===== src/ddrs_pkg.sv =====
// Shared constants, types and pin-change logic for the dual door release sequencer.
// No dependencies; imported by dual_door_release_sequencer_top and the bench.
package ddrs_pkg;

    // stream and register port widths
    localparam int S_TDATA_BITS  = 16;
    localparam int M_TDATA_BITS  = 8;
    localparam int APB_ADDR_BITS = 4;
    localparam int APB_DATA_BITS = 32;
    localparam int DELAY_BITS    = 16;

    // hold time switch and table
    localparam int HOLD_TABLE_ENTRIES = 16;
    localparam int HOLD_SEL_BITS      = 4;
    localparam int HOLD_SEC_BITS      = 7;
    localparam int HOLD_MS_BITS       = 17;
    localparam int MS_PER_SEC         = 1000;

    // upper bound on chained actions within one tick
    localparam int RUN_STEPS = 8;

    // register reset values
    localparam logic [DELAY_BITS-1:0] DIFF_DELAY_RST   = 16'd500;
    localparam logic [DELAY_BITS-1:0] SIGNAL_DELAY_RST = 16'd600;
    localparam logic [DELAY_BITS-1:0] DEBOUNCE_RST     = 16'd255;

    typedef enum logic [1:0] {
        REG_DIFF_DELAY   = 2'd0,
        REG_SIGNAL_DELAY = 2'd1,
        REG_DEBOUNCE     = 2'd2
    } t_reg_idx;

    // latched pin positions
    localparam int PIN_MODE = 0;
    localparam int PIN_TOG1 = 1;
    localparam int PIN_TOG2 = 2;
    localparam int PIN_POL1 = 3;
    localparam int PIN_POL2 = 4;
    localparam int PIN_BITS = 5;

    // output register positions: doors then signals
    localparam int OUT_DOOR1 = 0;
    localparam int OUT_DOOR2 = 1;
    localparam int OUT_SIG1  = 2;
    localparam int OUT_SIG2  = 3;

    typedef logic [HOLD_SEC_BITS-1:0] t_hold_sec;

    localparam t_hold_sec HOLD_SECONDS [HOLD_TABLE_ENTRIES] = '{
        7'd1,  7'd2,  7'd5,  7'd10, 7'd15, 7'd20, 7'd25, 7'd30,
        7'd35, 7'd40, 7'd45, 7'd50, 7'd55, 7'd60, 7'd90, 7'd120
    };

    function automatic logic [HOLD_MS_BITS-1:0] hold_ms(logic [HOLD_SEL_BITS-1:0] sel);
        return HOLD_MS_BITS'(int'(HOLD_SECONDS[sel]) * MS_PER_SEC);
    endfunction

    typedef struct packed {
        logic [PIN_BITS-1:0] latched;
        logic [1:0]          toggled;
        logic [1:0]          timed;
        logic                retract;
        logic [3:0]          outreg;
    } t_flags;

    // Bring latched pins up to date and apply the side effects of each change.
    function automatic t_flags apply_pins(t_flags f, logic [PIN_BITS-1:0] pins);
        logic [PIN_BITS-1:0] chg;
        t_flags              r;
        r   = f;
        chg = pins ^ f.latched;
        if (chg[PIN_MODE]) begin
            r.latched[PIN_MODE] = pins[PIN_MODE];
            r.outreg  = '0;
            r.toggled = '0;
            r.timed   = '0;
            r.retract = 1'b0;
        end
        for (int d = 0; d < 2; d++) begin
            if (chg[PIN_POL1+d]) begin
                r.latched[PIN_POL1+d] = pins[PIN_POL1+d];
                r.outreg[d] = r.timed[d] | r.toggled[d] | r.retract;
            end
        end
        if (chg[PIN_TOG1]) begin
            r.latched[PIN_TOG1] = pins[PIN_TOG1];
            if (r.toggled[0] && r.latched[PIN_TOG1]) begin
                r.outreg[OUT_DOOR1] = 1'b0;
                r.outreg[OUT_SIG1]  = 1'b0;
                r.toggled[0]        = 1'b0;
                if (r.latched[PIN_MODE]) begin
                    r.outreg[OUT_DOOR2] = 1'b0;
                    r.outreg[OUT_SIG2]  = 1'b0;
                    r.toggled[1]        = 1'b0;
                end
            end
        end
        if (chg[PIN_TOG2]) begin
            r.latched[PIN_TOG2] = pins[PIN_TOG2];
            if (r.toggled[1] && r.latched[PIN_TOG2] && !r.latched[PIN_MODE]) begin
                r.outreg[OUT_DOOR2] = 1'b0;
                r.outreg[OUT_SIG2]  = 1'b0;
                r.toggled[1]        = 1'b0;
            end
        end
        return r;
    endfunction

endpackage


===== src/dual_door_release_sequencer_top.sv =====
// Top level of the dual door release sequencer: tick stream in, door/signal levels out.
// Depends on ddrs_pkg (constants, hold table, pin-change logic).
//
// Usage:
//   Each item on the s_axis channel is one 1 ms tick carrying the raw pin levels
//   (mode, toggle, polarity, button pins and the two hold-time switches). For each
//   tick the block returns exactly one item on m_axis with both door drive levels
//   (polarity applied) and both signal outputs.
//   The three delay registers (door-to-door, door-to-signal, debounce, all in ms)
//   sit on the APB port at byte addresses 0, 4 and 8; write them only while idle.
//   The result of a tick is on m_axis in the cycle after the tick is taken.
//   Throughput: one tick per cycle unless m_axis stalls. The whole tick update
//   (pin changes, phase countdown, chained sequencer actions) is one pass of
//   combinational logic between state registers, so the next tick can follow at once.
//   Stall: the result sits in an output register; s_axis_tready stays high while
//   that register is empty or being drained, and drops only while a result waits
//   and m_axis_tready is low. No tick is lost or repeated.
//   Reset (synchronous, active low): phase idle, all doors and signals logically
//   inactive, hold timers zero, registers at 500/600/255 ms. Pin levels are
//   latched from the first tick after reset without side effects.
module dual_door_release_sequencer_top #(
    parameter int HOLD_TIMER_BITS = 17
) (
    input  logic                                 i_clk,
    input  logic                                 i_rst_n,
    // tdata: [0] mode_level, [1] toggle1_level, [2] toggle2_level,
    // [3] polarity1_level, [4] polarity2_level, [5] button1_level,
    // [6] button2_level, [10:7] hold_select1, [14:11] hold_select2, [15] zero
    input  logic                                 s_axis_tvalid,
    output logic                                 s_axis_tready,
    input  logic [ddrs_pkg::S_TDATA_BITS-1:0]    s_axis_tdata,
    // tdata: [0] door1_drive, [1] door2_drive, [2] signal1_on, [3] signal2_on,
    // [7:4] zero
    output logic                                 m_axis_tvalid,
    input  logic                                 m_axis_tready,
    output logic [ddrs_pkg::M_TDATA_BITS-1:0]    m_axis_tdata,
    // register port
    input  logic                                 psel,
    input  logic                                 penable,
    input  logic                                 pwrite,
    input  logic [ddrs_pkg::APB_ADDR_BITS-1:0]   paddr,
    input  logic [ddrs_pkg::APB_DATA_BITS-1:0]   pwdata,
    output logic [ddrs_pkg::APB_DATA_BITS-1:0]   prdata,
    output logic                                 pready
);
    import ddrs_pkg::*;

    // Sequencer phases; the last three codes are transient actions that only
    // live inside one tick's chain and never reach r_phase.
    typedef enum logic [3:0] {
        PH_IDLE    = 4'd0,
        PH_DEB1    = 4'd1,
        PH_DEB2    = 4'd2,
        PH_SIG1    = 4'd3,
        PH_SIG2    = 4'd4,
        PH_DIFF    = 4'd5,
        PH_DSIG    = 4'd6,
        PH_HTOG    = 4'd7,
        PH_HTIM    = 4'd8,
        ACT_POLL2  = 4'd9,
        ACT_RETURN = 4'd10,
        ACT_WAIT   = 4'd11
    } t_phase;

    localparam logic [HOLD_TIMER_BITS-1:0] ELAPSED_MAX = {HOLD_TIMER_BITS{1'b1}};

    // config registers
    logic [DELAY_BITS-1:0] r_diff_delay;
    logic [DELAY_BITS-1:0] r_signal_delay;
    logic [DELAY_BITS-1:0] r_debounce;

    // sequencer state
    logic                       r_primed;
    t_flags                     r_flags;
    logic [HOLD_TIMER_BITS-1:0] r_elapsed [2];
    t_phase                     r_phase;
    logic [DELAY_BITS-1:0]      r_count;
    logic                       r_poll;

    // output register
    logic                    r_m_valid;
    logic [3:0]              r_m_data;

    // next-state values
    t_flags                     n_flags;
    logic [HOLD_TIMER_BITS-1:0] n_elapsed [2];
    t_phase                     n_phase;
    logic [DELAY_BITS-1:0]      n_count;
    logic                       n_poll;
    logic [3:0]                 n_result;

    // tick decode and chain scratch
    logic [PIN_BITS-1:0]      c_pins;
    logic [1:0]               c_btn;
    logic [HOLD_SEL_BITS-1:0] c_sel [2];
    t_phase                   c_act;
    logic                     c_dsel;

    logic s_accept;
    logic cfg_write;

    assign s_accept      = s_axis_tvalid && s_axis_tready;
    assign s_axis_tready = !r_m_valid || m_axis_tready;
    assign m_axis_tvalid = r_m_valid;
    assign m_axis_tdata  = {(M_TDATA_BITS - 4)'(0), r_m_data};

    // ---------------- register port ----------------
    assign pready    = 1'b1;
    assign cfg_write = psel && penable && pwrite && pready;

    always_comb begin
        case (paddr[APB_ADDR_BITS-1:2])
            REG_DIFF_DELAY:   prdata = APB_DATA_BITS'(r_diff_delay);
            REG_SIGNAL_DELAY: prdata = APB_DATA_BITS'(r_signal_delay);
            REG_DEBOUNCE:     prdata = APB_DATA_BITS'(r_debounce);
            default:          prdata = '0;
        endcase
    end

    // ---------------- tick update ----------------
    assign c_pins   = s_axis_tdata[PIN_BITS-1:0];
    assign c_btn    = ~s_axis_tdata[6:5];          // pins read 0 when pressed
    assign c_sel[0] = s_axis_tdata[10:7];
    assign c_sel[1] = s_axis_tdata[14:11];

    always_comb begin
        n_flags      = r_flags;
        n_elapsed[0] = r_elapsed[0];
        n_elapsed[1] = r_elapsed[1];
        n_phase      = r_phase;
        n_count      = r_count;
        n_poll       = r_poll;
        c_act        = ACT_WAIT;
        c_dsel       = 1'b0;

        // first tick after reset only latches the pins
        if (!r_primed) begin
            n_flags.latched = c_pins;
        end

        for (int d = 0; d < 2; d++) begin
            if (n_elapsed[d] != ELAPSED_MAX) begin
                n_elapsed[d] = n_elapsed[d] + 1'b1;
            end
        end

        // pin changes wait while a door/signal phase is in progress
        if (!(n_phase inside {[PH_SIG1:PH_DSIG]})) begin
            n_flags = apply_pins(n_flags, c_pins);
        end

        // per-phase tick work; c_act starts the action chain
        case (n_phase)
            PH_IDLE: begin
                for (int d = 0; d < 2; d++) begin
                    if (n_flags.timed[d] &&
                        n_elapsed[d] >= HOLD_TIMER_BITS'(hold_ms(c_sel[d]))) begin
                        if (c_btn[d]) begin
                            n_elapsed[d] = '0;     // held button restarts the hold
                        end else begin
                            n_flags.outreg[OUT_DOOR1+d] = 1'b0;
                            n_flags.outreg[OUT_SIG1+d]  = 1'b0;
                            n_flags.timed[d]            = 1'b0;
                        end
                    end
                end
                if (c_btn[0] && !n_flags.timed[0]) begin
                    n_poll  = 1'b0;
                    n_phase = PH_DEB1;
                    n_count = r_debounce;
                    c_act   = (r_debounce != '0) ? ACT_WAIT : PH_DEB1;
                end else begin
                    c_act = ACT_POLL2;
                end
            end
            PH_DEB1, PH_DEB2, PH_SIG1, PH_SIG2, PH_DIFF, PH_DSIG: begin
                if (n_count <= DELAY_BITS'(1)) begin
                    n_count = '0;
                    c_act   = n_phase;
                end else begin
                    n_count = n_count - 1'b1;
                end
            end
            PH_HTOG: begin
                if (c_btn == 2'b00) begin
                    c_act = ACT_RETURN;
                end
            end
            PH_HTIM: begin
                if (!n_flags.latched[PIN_MODE] ||
                    n_elapsed[0] > HOLD_TIMER_BITS'(hold_ms(c_sel[0]))) begin
                    n_flags.outreg  = '0;
                    n_flags.retract = 1'b0;
                    c_act           = ACT_RETURN;
                end else if (c_btn != 2'b00) begin
                    n_elapsed[0] = '0;
                end
            end
            default: begin
                n_phase = PH_IDLE;
            end
        endcase

        // chained actions: zero delays complete on the same tick
        for (int k = 0; k < RUN_STEPS; k++) begin
            case (c_act)
                ACT_WAIT: begin
                    c_act = ACT_WAIT;
                end
                ACT_POLL2: begin
                    n_poll = 1'b1;
                    if (c_btn[1] && !n_flags.timed[1]) begin
                        n_phase = PH_DEB2;
                        n_count = r_debounce;
                        c_act   = (r_debounce != '0) ? ACT_WAIT : PH_DEB2;
                    end else begin
                        n_phase = PH_IDLE;
                        c_act   = ACT_WAIT;
                    end
                end
                ACT_RETURN: begin
                    if (n_poll) begin
                        n_phase = PH_IDLE;
                        c_act   = ACT_WAIT;
                    end else begin
                        c_act = ACT_POLL2;
                    end
                end
                PH_DEB1, PH_DEB2: begin
                    c_dsel = (c_act == PH_DEB2);
                    if (!c_btn[c_dsel]) begin
                        c_act = ACT_RETURN;
                    end else if (n_flags.latched[PIN_MODE]) begin
                        // dependent: door one first, then door two after diff delay
                        if (!n_flags.latched[PIN_TOG1] && n_flags.toggled[0]) begin
                            n_flags.outreg  = '0;
                            n_flags.toggled = '0;
                            c_act           = ACT_RETURN;
                        end else begin
                            if (!n_flags.latched[PIN_TOG1]) begin
                                n_flags.toggled[0] = 1'b1;
                            end else begin
                                n_flags.retract = 1'b1;
                            end
                            n_flags.outreg[OUT_DOOR1] = 1'b1;
                            n_phase = PH_DIFF;
                            n_count = r_diff_delay;
                            c_act   = (r_diff_delay != '0) ? ACT_WAIT : PH_DIFF;
                        end
                    end else if (!n_flags.latched[c_dsel ? PIN_TOG2 : PIN_TOG1] &&
                                 n_flags.toggled[c_dsel]) begin
                        // independent toggle door switched off
                        n_flags.toggled[c_dsel]  = 1'b0;
                        n_flags.outreg[{1'b0, c_dsel}] = 1'b0;
                        n_flags.outreg[{1'b1, c_dsel}] = 1'b0;
                        c_act = ACT_RETURN;
                    end else begin
                        if (!n_flags.latched[c_dsel ? PIN_TOG2 : PIN_TOG1]) begin
                            n_flags.toggled[c_dsel] = 1'b1;
                        end else begin
                            n_flags.timed[c_dsel] = 1'b1;
                        end
                        n_flags.outreg[{1'b0, c_dsel}] = 1'b1;
                        n_phase = c_dsel ? PH_SIG2 : PH_SIG1;
                        n_count = r_signal_delay;
                        c_act   = (r_signal_delay != '0) ? ACT_WAIT :
                                  (c_dsel ? PH_SIG2 : PH_SIG1);
                    end
                end
                PH_SIG1, PH_SIG2: begin
                    c_dsel = (c_act == PH_SIG2);
                    n_flags.outreg[{1'b1, c_dsel}] = 1'b1;
                    if (n_flags.timed[c_dsel]) begin
                        n_elapsed[c_dsel] = '0;
                    end
                    c_act = ACT_RETURN;
                end
                PH_DIFF: begin
                    n_flags.outreg[OUT_DOOR2] = 1'b1;
                    if (!n_flags.retract) begin
                        n_flags.toggled[1] = 1'b1;
                    end
                    n_phase = PH_DSIG;
                    n_count = r_signal_delay;
                    c_act   = (r_signal_delay != '0) ? ACT_WAIT : PH_DSIG;
                end
                PH_DSIG: begin
                    n_flags.outreg[OUT_SIG1] = 1'b1;
                    n_flags.outreg[OUT_SIG2] = 1'b1;
                    if (n_flags.retract) begin
                        n_elapsed[0] = '0;
                        n_phase      = PH_HTIM;
                    end else begin
                        n_phase = PH_HTOG;
                    end
                    c_act = ACT_WAIT;
                end
                default: begin
                    n_phase = PH_IDLE;
                    c_act   = ACT_WAIT;
                end
            endcase
        end

        if (!(n_phase inside {[PH_SIG1:PH_DSIG]})) begin
            n_flags = apply_pins(n_flags, c_pins);
        end

        // door level: active gives the polarity level, inactive its complement
        n_result[0] = ~(n_flags.outreg[OUT_DOOR1] ^ n_flags.latched[PIN_POL1]);
        n_result[1] = ~(n_flags.outreg[OUT_DOOR2] ^ n_flags.latched[PIN_POL2]);
        n_result[2] = n_flags.outreg[OUT_SIG1];
        n_result[3] = n_flags.outreg[OUT_SIG2];
    end

    // ---------------- registers ----------------
    always_ff @(posedge i_clk) begin
        if (!i_rst_n) begin
            r_diff_delay   <= DIFF_DELAY_RST;
            r_signal_delay <= SIGNAL_DELAY_RST;
            r_debounce     <= DEBOUNCE_RST;
            r_primed       <= 1'b0;
            r_flags        <= '0;
            r_elapsed[0]   <= '0;
            r_elapsed[1]   <= '0;
            r_phase        <= PH_IDLE;
            r_count        <= '0;
            r_poll         <= 1'b0;
            r_m_valid      <= 1'b0;
        end else begin
            if (cfg_write) begin
                case (paddr[APB_ADDR_BITS-1:2])
                    REG_DIFF_DELAY:   r_diff_delay   <= pwdata[DELAY_BITS-1:0];
                    REG_SIGNAL_DELAY: r_signal_delay <= pwdata[DELAY_BITS-1:0];
                    REG_DEBOUNCE:     r_debounce     <= pwdata[DELAY_BITS-1:0];
                    default: ;
                endcase
            end
            if (s_accept) begin
                r_primed     <= 1'b1;
                r_flags      <= n_flags;
                r_elapsed[0] <= n_elapsed[0];
                r_elapsed[1] <= n_elapsed[1];
                r_phase      <= n_phase;
                r_count      <= n_count;
                r_poll       <= n_poll;
                r_m_valid    <= 1'b1;
            end else if (m_axis_tready) begin
                r_m_valid <= 1'b0;
            end
        end
    end

    always_ff @(posedge i_clk) begin
        if (s_accept) begin
            r_m_data <= n_result;
        end
    end

    // ---------------- assertions ----------------
    // every taken tick leaves a result behind
    a_result_follows: assert property (@(posedge i_clk) disable iff (!i_rst_n)
        (i_rst_n && s_accept) |=> m_axis_tvalid)
        else $error("tick accepted but no result registered");

    // no countdown left over outside the counted phases
    a_count_idle: assert property (@(posedge i_clk) disable iff (!i_rst_n)
        (r_phase == PH_IDLE || r_phase == PH_HTOG || r_phase == PH_HTIM) |-> (r_count == '0))
        else $error("phase counter nonzero outside a counted phase");

    // door two debounce is reached only through the door two poll
    a_deb2_polled: assert property (@(posedge i_clk) disable iff (!i_rst_n)
        (r_phase == PH_DEB2) |-> r_poll)
        else $error("door two debounce without poll flag");

endmodule


===== config.mk =====
export PLATFORM = sky130hd
export DESIGN_NAME = dual_door_release_sequencer_top
export DESIGN_NICKNAME = d
export VERILOG_FILES = /design/src/ddrs_pkg.sv /design/src/dual_door_release_sequencer_top.sv
export SDC_FILE = /design/constraint.sdc
export NUM_CORES = 1
export LEC_CHECK = 0
export BUFFER_PORTS_ARGS = -buffer_cell sky130_fd_sc_hd__buf_2
export CORE_UTILIZATION = 55
export DETAILED_ROUTE_END_ITERATION = 8
export MAX_ROUTING_LAYER = met4
export PLACE_DENSITY = 0.72
export REMOVE_ABC_BUFFERS = 1
export SYNTH_ARGS = -nofsm -noshare
export SYNTH_HDL_FRONTEND = slang
export SYNTH_SLANG_ARGS = --single-unit

===== constraint.sdc =====
create_clock -name i_clk -period 20.8 [get_ports i_clk]
set_clock_uncertainty 0.2 [all_clocks]
set_input_delay 1.04 -clock i_clk [delete_from_list [all_inputs] [get_ports i_clk]]
set_output_delay 1.04 -clock i_clk [all_outputs]
set_load 0.01 [all_outputs]

### Word-level counts from Yosys, hierarchy flattened

Memory sizes are Yosys's and may differ from the RTL's.
Cells that the tools add are included.

* input bits: 59
* latch bits: 0
* RAM bits: 34
* memory bits (read-only): 224
* memories kept: 3
* logic and storage cells: 1137
* register bits after elaboration: 89
* output and inout bits: 43

* reduce and logical (&&, ||, !) cells: 139
* multipliers: 2
* muxes and demuxes: 663
* bitwise gates (word level): 123
* shift-type cells: 0
* order comparisons: 106
* div/mod/pow operators: 0
* add/subtract/negate cells: 3
* eq/ne operators: 84

Memories
* (name not given): depth 16, width 7, rd ports 1, clocked after memory_dff 0, write ports 0, RTL line ddrs_pkg.sv:55 `return HOLD_MS_BITS'(int'(HOLD_SECONDS[sel]) * MS_PER_SEC);`
* (name not given): depth 16, width 7, rd ports 1, clocked after memory_dff 0, write ports 0, RTL line ddrs_pkg.sv:55
* r_elapsed: depth 2, width 17, rd ports 2, clocked after memory_dff 0, write ports 2, RTL line dual_door_release_sequencer_top.sv:75 `logic [HOLD_TIMER_BITS-1:0] r_elapsed [2];`

Operators with widths (count)
* $mux W16: 42
* $mux W17: 35
* $mux W4: 125
* $pmux W16 S3: 9
* $pmux W17 S2: 9
* $and A34 B34 Y34: 8
* $mux W34: 8
* $not A34 Y34: 8
* $mux W1: 222
* $pmux W4 S6: 8
* $mux W2: 78
* $pmux W4 S5: 7
* $demux W17 S1: 8
* $eq A4 B3 Y1 const B: 28
* $eq A4 B4 Y1 const B: 25
* $logic_and A1 B1 Y1: 78
* $eq A4 B2 Y1 const B: 18
* $mux W9: 8
* $and A4 B4 Y4: 16
* $lt A2 B3 Y1 const B: 16
* $mux W3: 16
* $pmux W2 S3: 8
* $reduce_bool A16 Y1: 3
* $mux W10: 4
* 53 further kinds: 333

### Depth between registers and ports, before layout

* word-level depth: 122
* mapped depth: 52
* mapped depth without buffers: 50

### Worst setup path after synthesis

No wires, ideal clock.

* kind: input to register
* start: in s_axis_tdata[7] in the netlist's numbering
* end: reg r_m_data[1] (data pin)
* required time: 20337 ps
* stages on the path: 46
* library setup time: 263 ps
* slack: 9770 ps
* buffers on the path: 3
* data arrival time: 10567 ps
* cells stage by stage: inv_1 ha_1 nor2_1 a21o_1 a21oi_1 xnor2_1 ha_1 fa_1 inv_1 fa_1 fa_1 inv_1 ha_1 inv_1 o21ai_0 a21oi_1 o21ai_0 a21oi_1 [10 not listed] a211oi_1 buf_2 o21bai_1 a21bo_2 buf_2 and3_1 o31ai_4 o22ai_1 a2111oi_2 mux2_2 and2_4 or4_4 o21ai_4 nand3_1 and2_1 buf_6 o221ai_2 xor2_1

* cells in the longest elaborated chain, start to end: 114
* elaborated cells between the ends (all ways): 684
* those cells by class: 1 x mul; 36 x order compare; 72 x eq/ne; 412 x mux; 77 x bitwise; 85 x reduce/logical; 1 x memory

Ends and longest elaborated chain
* start: declaration: RTL line dual_door_release_sequencer_top.sv:31 `input logic [ddrs_pkg::S_TDATA_BITS-1:0] s_axis_tdata,`
* $not A4 Y5 (implied by the code) (*): RTL line ddrs_pkg.sv:55
* $mem_v2 Z16 W7 (*)
* $mux W7 (implied by the code) (*) (2 in a row): RTL line ddrs_pkg.sv:55
* $mul A7 B7 Y14 (*): RTL line ddrs_pkg.sv:55
* $ge A17 B17 Y1: RTL line dual_door_release_sequencer_top.sv:157 `n_elapsed[d] >= HOLD_TIMER_BITS'(hold_ms(c_sel[d]))) begin`
* $logic_and A1 B1 Y1: RTL line dual_door_release_sequencer_top.sv:156 `if (n_flags.timed[d] &&`
* $mux W1: RTL line dual_door_release_sequencer_top.sv:156
* $mux W1: RTL line dual_door_release_sequencer_top.sv:153 `case (n_phase)`
* [98 not listed]
* $mux W4 or $logic_and A1 B1 Y1 (tied branches): RTL line ddrs_pkg.sv:87, ddrs_pkg.sv:100
* $mux W4 or $logic_and A1 B1 Y1 (tied branches): RTL line ddrs_pkg.sv:85, ddrs_pkg.sv:100
* $mux W1: RTL line ddrs_pkg.sv:100 `if (r.toggled[1] && r.latched[PIN_TOG2] && !r.latched[PIN_MODE]) begin`
* $mux W1: RTL line ddrs_pkg.sv:98 `if (chg[PIN_TOG2]) begin`
* $mux W14 (*): RTL line dual_door_release_sequencer_top.sv:305 `if (!(n_phase inside {[PH_SIG1:PH_DSIG]})) begin`
* $xor A1 B1 Y1 (*): RTL line dual_door_release_sequencer_top.sv:311 `n_result[1] = ~(n_flags.outreg[OUT_DOOR2] ^ n_flags.latched[PIN_POL2]);`
* $not A1 Y1 (*): RTL line dual_door_release_sequencer_top.sv:311
* named net n_result[1]: RTL line dual_door_release_sequencer_top.sv:90 `logic [3:0] n_result;`
* end signal: assignment: RTL line dual_door_release_sequencer_top.sv:356 `r_m_data <= n_result;`
* end: declaration: RTL line dual_door_release_sequencer_top.sv:82 `logic [3:0] r_m_data;`

Mark *: on every way through the listed nets, which the timed path passes. The rest lies on a longest branch. The select of a mux whose other input is x is not followed.
A chain may end at the register's enable or synchronous reset.

### Final worst setup path

Ends and elaborated chain as after synthesis.

==> results_dict.tcl <==
set metrics [dict create \
    status "completed" \
    synth.distinct_cells 118 \
    final-max-slew-violation-count 0 \
    drc 0 \
    final_cell_mix "nand2_1, nor2_1, a21oi_1" \
    cts.sinks 123 \
    antenna_found_initial 0 \
    dieArea_um2 29800 \
    crit_path_start_kind "primary input" \
    power.total_mw 2.26 \
    syn_avg_cell_area_um2 7.35 \
    die_y_um 173 \
    cts_tree "done" \
    worstSetupPathType "primary input to register" \
    htreeDepth 4 \
    met2WireLength_mm 26.9 \
    p_leak_nw 7.02 \
    path_delay_family "compound AO/OA/AOI/OAI gates" \
    grt_pass1_vias 16500 \
    grt_pass1_wl_mm 95.5 \
    wl_mm 61.9 \
    grt-ovfl-total 0 \
    area_delta_synth_final_pct 6.49 \
    synth.area.top_cells "dfxtp_1, ha_1, edfxtp_1" \
    max_slew_margin_pct 10.0 \
    grtUsageTotal_pct 42.3 \
    r2r-start "r_primed" \
    layout-drive-gt1-share_pct 9.98 \
    drt-initial-drc-count 2125 \
    hpwl_mm 45.4 \
    routed-wl-met3_mm 5.93 \
    ir_drop_mv 0.0665 \
    top_layer "met4" \
    cts-root-buf "clkbuf_16" \
    worst-path-buf-inv 8 \
    cts_resized 0 \
    syn_area_um2 16000 \
    nNetsFinal 2361 \
    worst-path-max-fanout 17 \
    cp.arrival_ns 12.81 \
    dr.pass1.iters 7 \
    synthDominantCellAreaShare_pct 10.6 \
    critical_path_required_ns 20.78 \
    cts_setup_buffers 0 \
    viasPerCell 6.97 \
    clk-insertion-delay-late_ns 0.45 \
    max_stage_delay_ns 0.96 \
    wl_per_cell_um 24.3 \
    reg2reg_depth 23 \
    hp-class "register to register" \
    io_buffers 61 \
    ant_nets 0 \
    synthArstFlopShare_pct 0 \
    synth_top_area_cell "dfxtp_1" \
    cp.depth 51 \
    fillers 2642 \
    vias 17800 \
    wl_met1_mm 25.1 \
    tightestPinTransition_ns 1.34 \
    timing.rr.end "r_m_data[1]" \
    cts-hold-fix-buffers 0 \
    final_common_cell "nand2_1" \
    powerDensity_nw_per_um2 132 \
    clk_path_buf_depth 2 \
    gp_congestion 1.02 \
    rrSetupSlack_ns 10.68 \
    rsz0062_at_grt "false" \
    finalSetupViolCount 0 \
    yosysSeqAreaShare_pct 17.7 \
    final.setup.tns_ns 0 \
    cts_made_buffers 17 \
    cp-startpoint "s_axis_tdata[7]" \
    clk_pin_slew_ns 0.06 \
    synth-edff-count 38 \
    synth_flop_cell "dfxtp_1" \
    synth_warnings 0 \
    critPathSlowestCell "nor2_1" \
    ys_ff_latch 123 \
    hold_violations 0 \
    post-route-min-period_ns 12.83 \
    endpoint "r_m_data[1]" \
    fmax_ghz 0.0779 \
    io_pins 102 \
    initial_core_util_pct 55.8 \
    cap_viol_max_count 0 \
    endpoint_kind "register" \
    syn_inst 2180 \
    num_antenna_cells 0 \
    die_w_um 173 \
    core_area_um2 28700 \
    period_share_pct 61.7 \
    fp-row-count 62 \
    fin_util_pct 59.5 \
    grt_max_degree 50 \
]
[metrics by stage]
stage               instances  hold WS [ns]  cell area, um^2  worst slack (ns)
floorplan                2036         0.255            15300              8.94
global placement         2517         0.279            16400              7.96
detailed placement       2517         0.285            16400              7.68
CTS                      2549         0.290            17100              8.12
global route             2549         0.332            17100              7.28
finish                   2549         0.300            17100              7.97
[cell usage after synthesis, types with 12 or more instances]
library cell	n
fa_1	35
a21o_1	26
edfxtp_1	38
ha_1	115
o221ai_1	29
a22o_1	12
clkbuf_1	108
dfxtp_1	85
and3_1	27
xor2_1	24
nand2b_1	13
inv_1	112
buf_4	25
o22ai_1	14
a211oi_1	35
a31oi_1	23
buf_2	18
a22oi_1	13
nor2b_1	24
and2_1	25
nand3_1	82
o21ai_0	152
nand4_1	19
a211o_1	12
a221oi_1	37
nor4_1	20
nand2_1	289
o31ai_1	18
or3_1	12
xnor2_1	33
nor3_1	46
o211ai_1	22
a21oi_1	178
nor2_1	182
mux2i_1	32
o21a_1	16
[area by class of cell]
cell class              count  area [um^2]  area share [%]
repair buffers             97          576            3.37
multi-input cells        1799        12100            70.8
clock inverters            10          150           0.880
well taps                 384          480            2.82
inverters                 114          428            2.51
flip-flops and latches    123         2840            16.7
clock buffers              22          509            2.98
[cell families (layout without fill, tap and decap cells)]
family	after synthesis	count (layout)	share of synthesized area (%)
simple gates	803	803	24.5
buf+inv	277	243	7.40
mux	37	37	2.35
compound gates	730	730	31.5
fa+ha+maj	151	151	13.4
flops	123	123	17.7
other cells	2	21	0.0469
xor+xnor	57	57	3.11
[state kept, by name, indices dropped and copies added (netlist names)]
name,count
r_elapsed,34
r_count,16
r_debounce,16
r_diff_delay,16
r_signal_delay,16
r_flags,14
r_m_data,4
r_phase,4
m_axis_tvalid,1
r_poll,1
r_primed,1
[per-layer routing]
| metal | global-route usage, % | vias to the layer above |
|---|---|---|
| met3 | 7.28 | 243 |
| met1 | 53.2 | 8411 |
| met2 | 63.4 | 1152 |
| met4 | 25.1 | 0 |
| met5 | - | - |
| li1 | - | 7966 |
[worst min-delay path, cell delays in order (launching register included)]
cell	delay, ns
dfxtp_1	0.33
nand2_1	0.06
a21oi_1	0.05
[worst min-delay path by stage]
stage | startpoint | slack (ns) | end | cells past startpoint
after detailed placement | r_flags[7] | 0.29 | r_flags[7] | 2
after global routing | r_flags[7] | 0.33 | r_flags[7] | 2
after global placement | r_flags[7] | 0.28 | r_flags[7] | 2
final | r_flags[7] | 0.30 | r_flags[7] | 2
after CTS | r_flags[7] | 0.29 | r_flags[7] | 2
after floorplan | r_flags[6] | 0.25 | r_flags[6] | 2
[power by group]
group	leakage [nW]	switching [mW]	total [mW]	internal, mW
registers	1.11	0.0543	0.339	0.284
clock network	0.321	0.121	0.333	0.212
logic	5.59	1.01	1.59	0.572
total	7.02	1.19	2.26	1.07
Note: power is estimated with default switching activity, not from simulation.
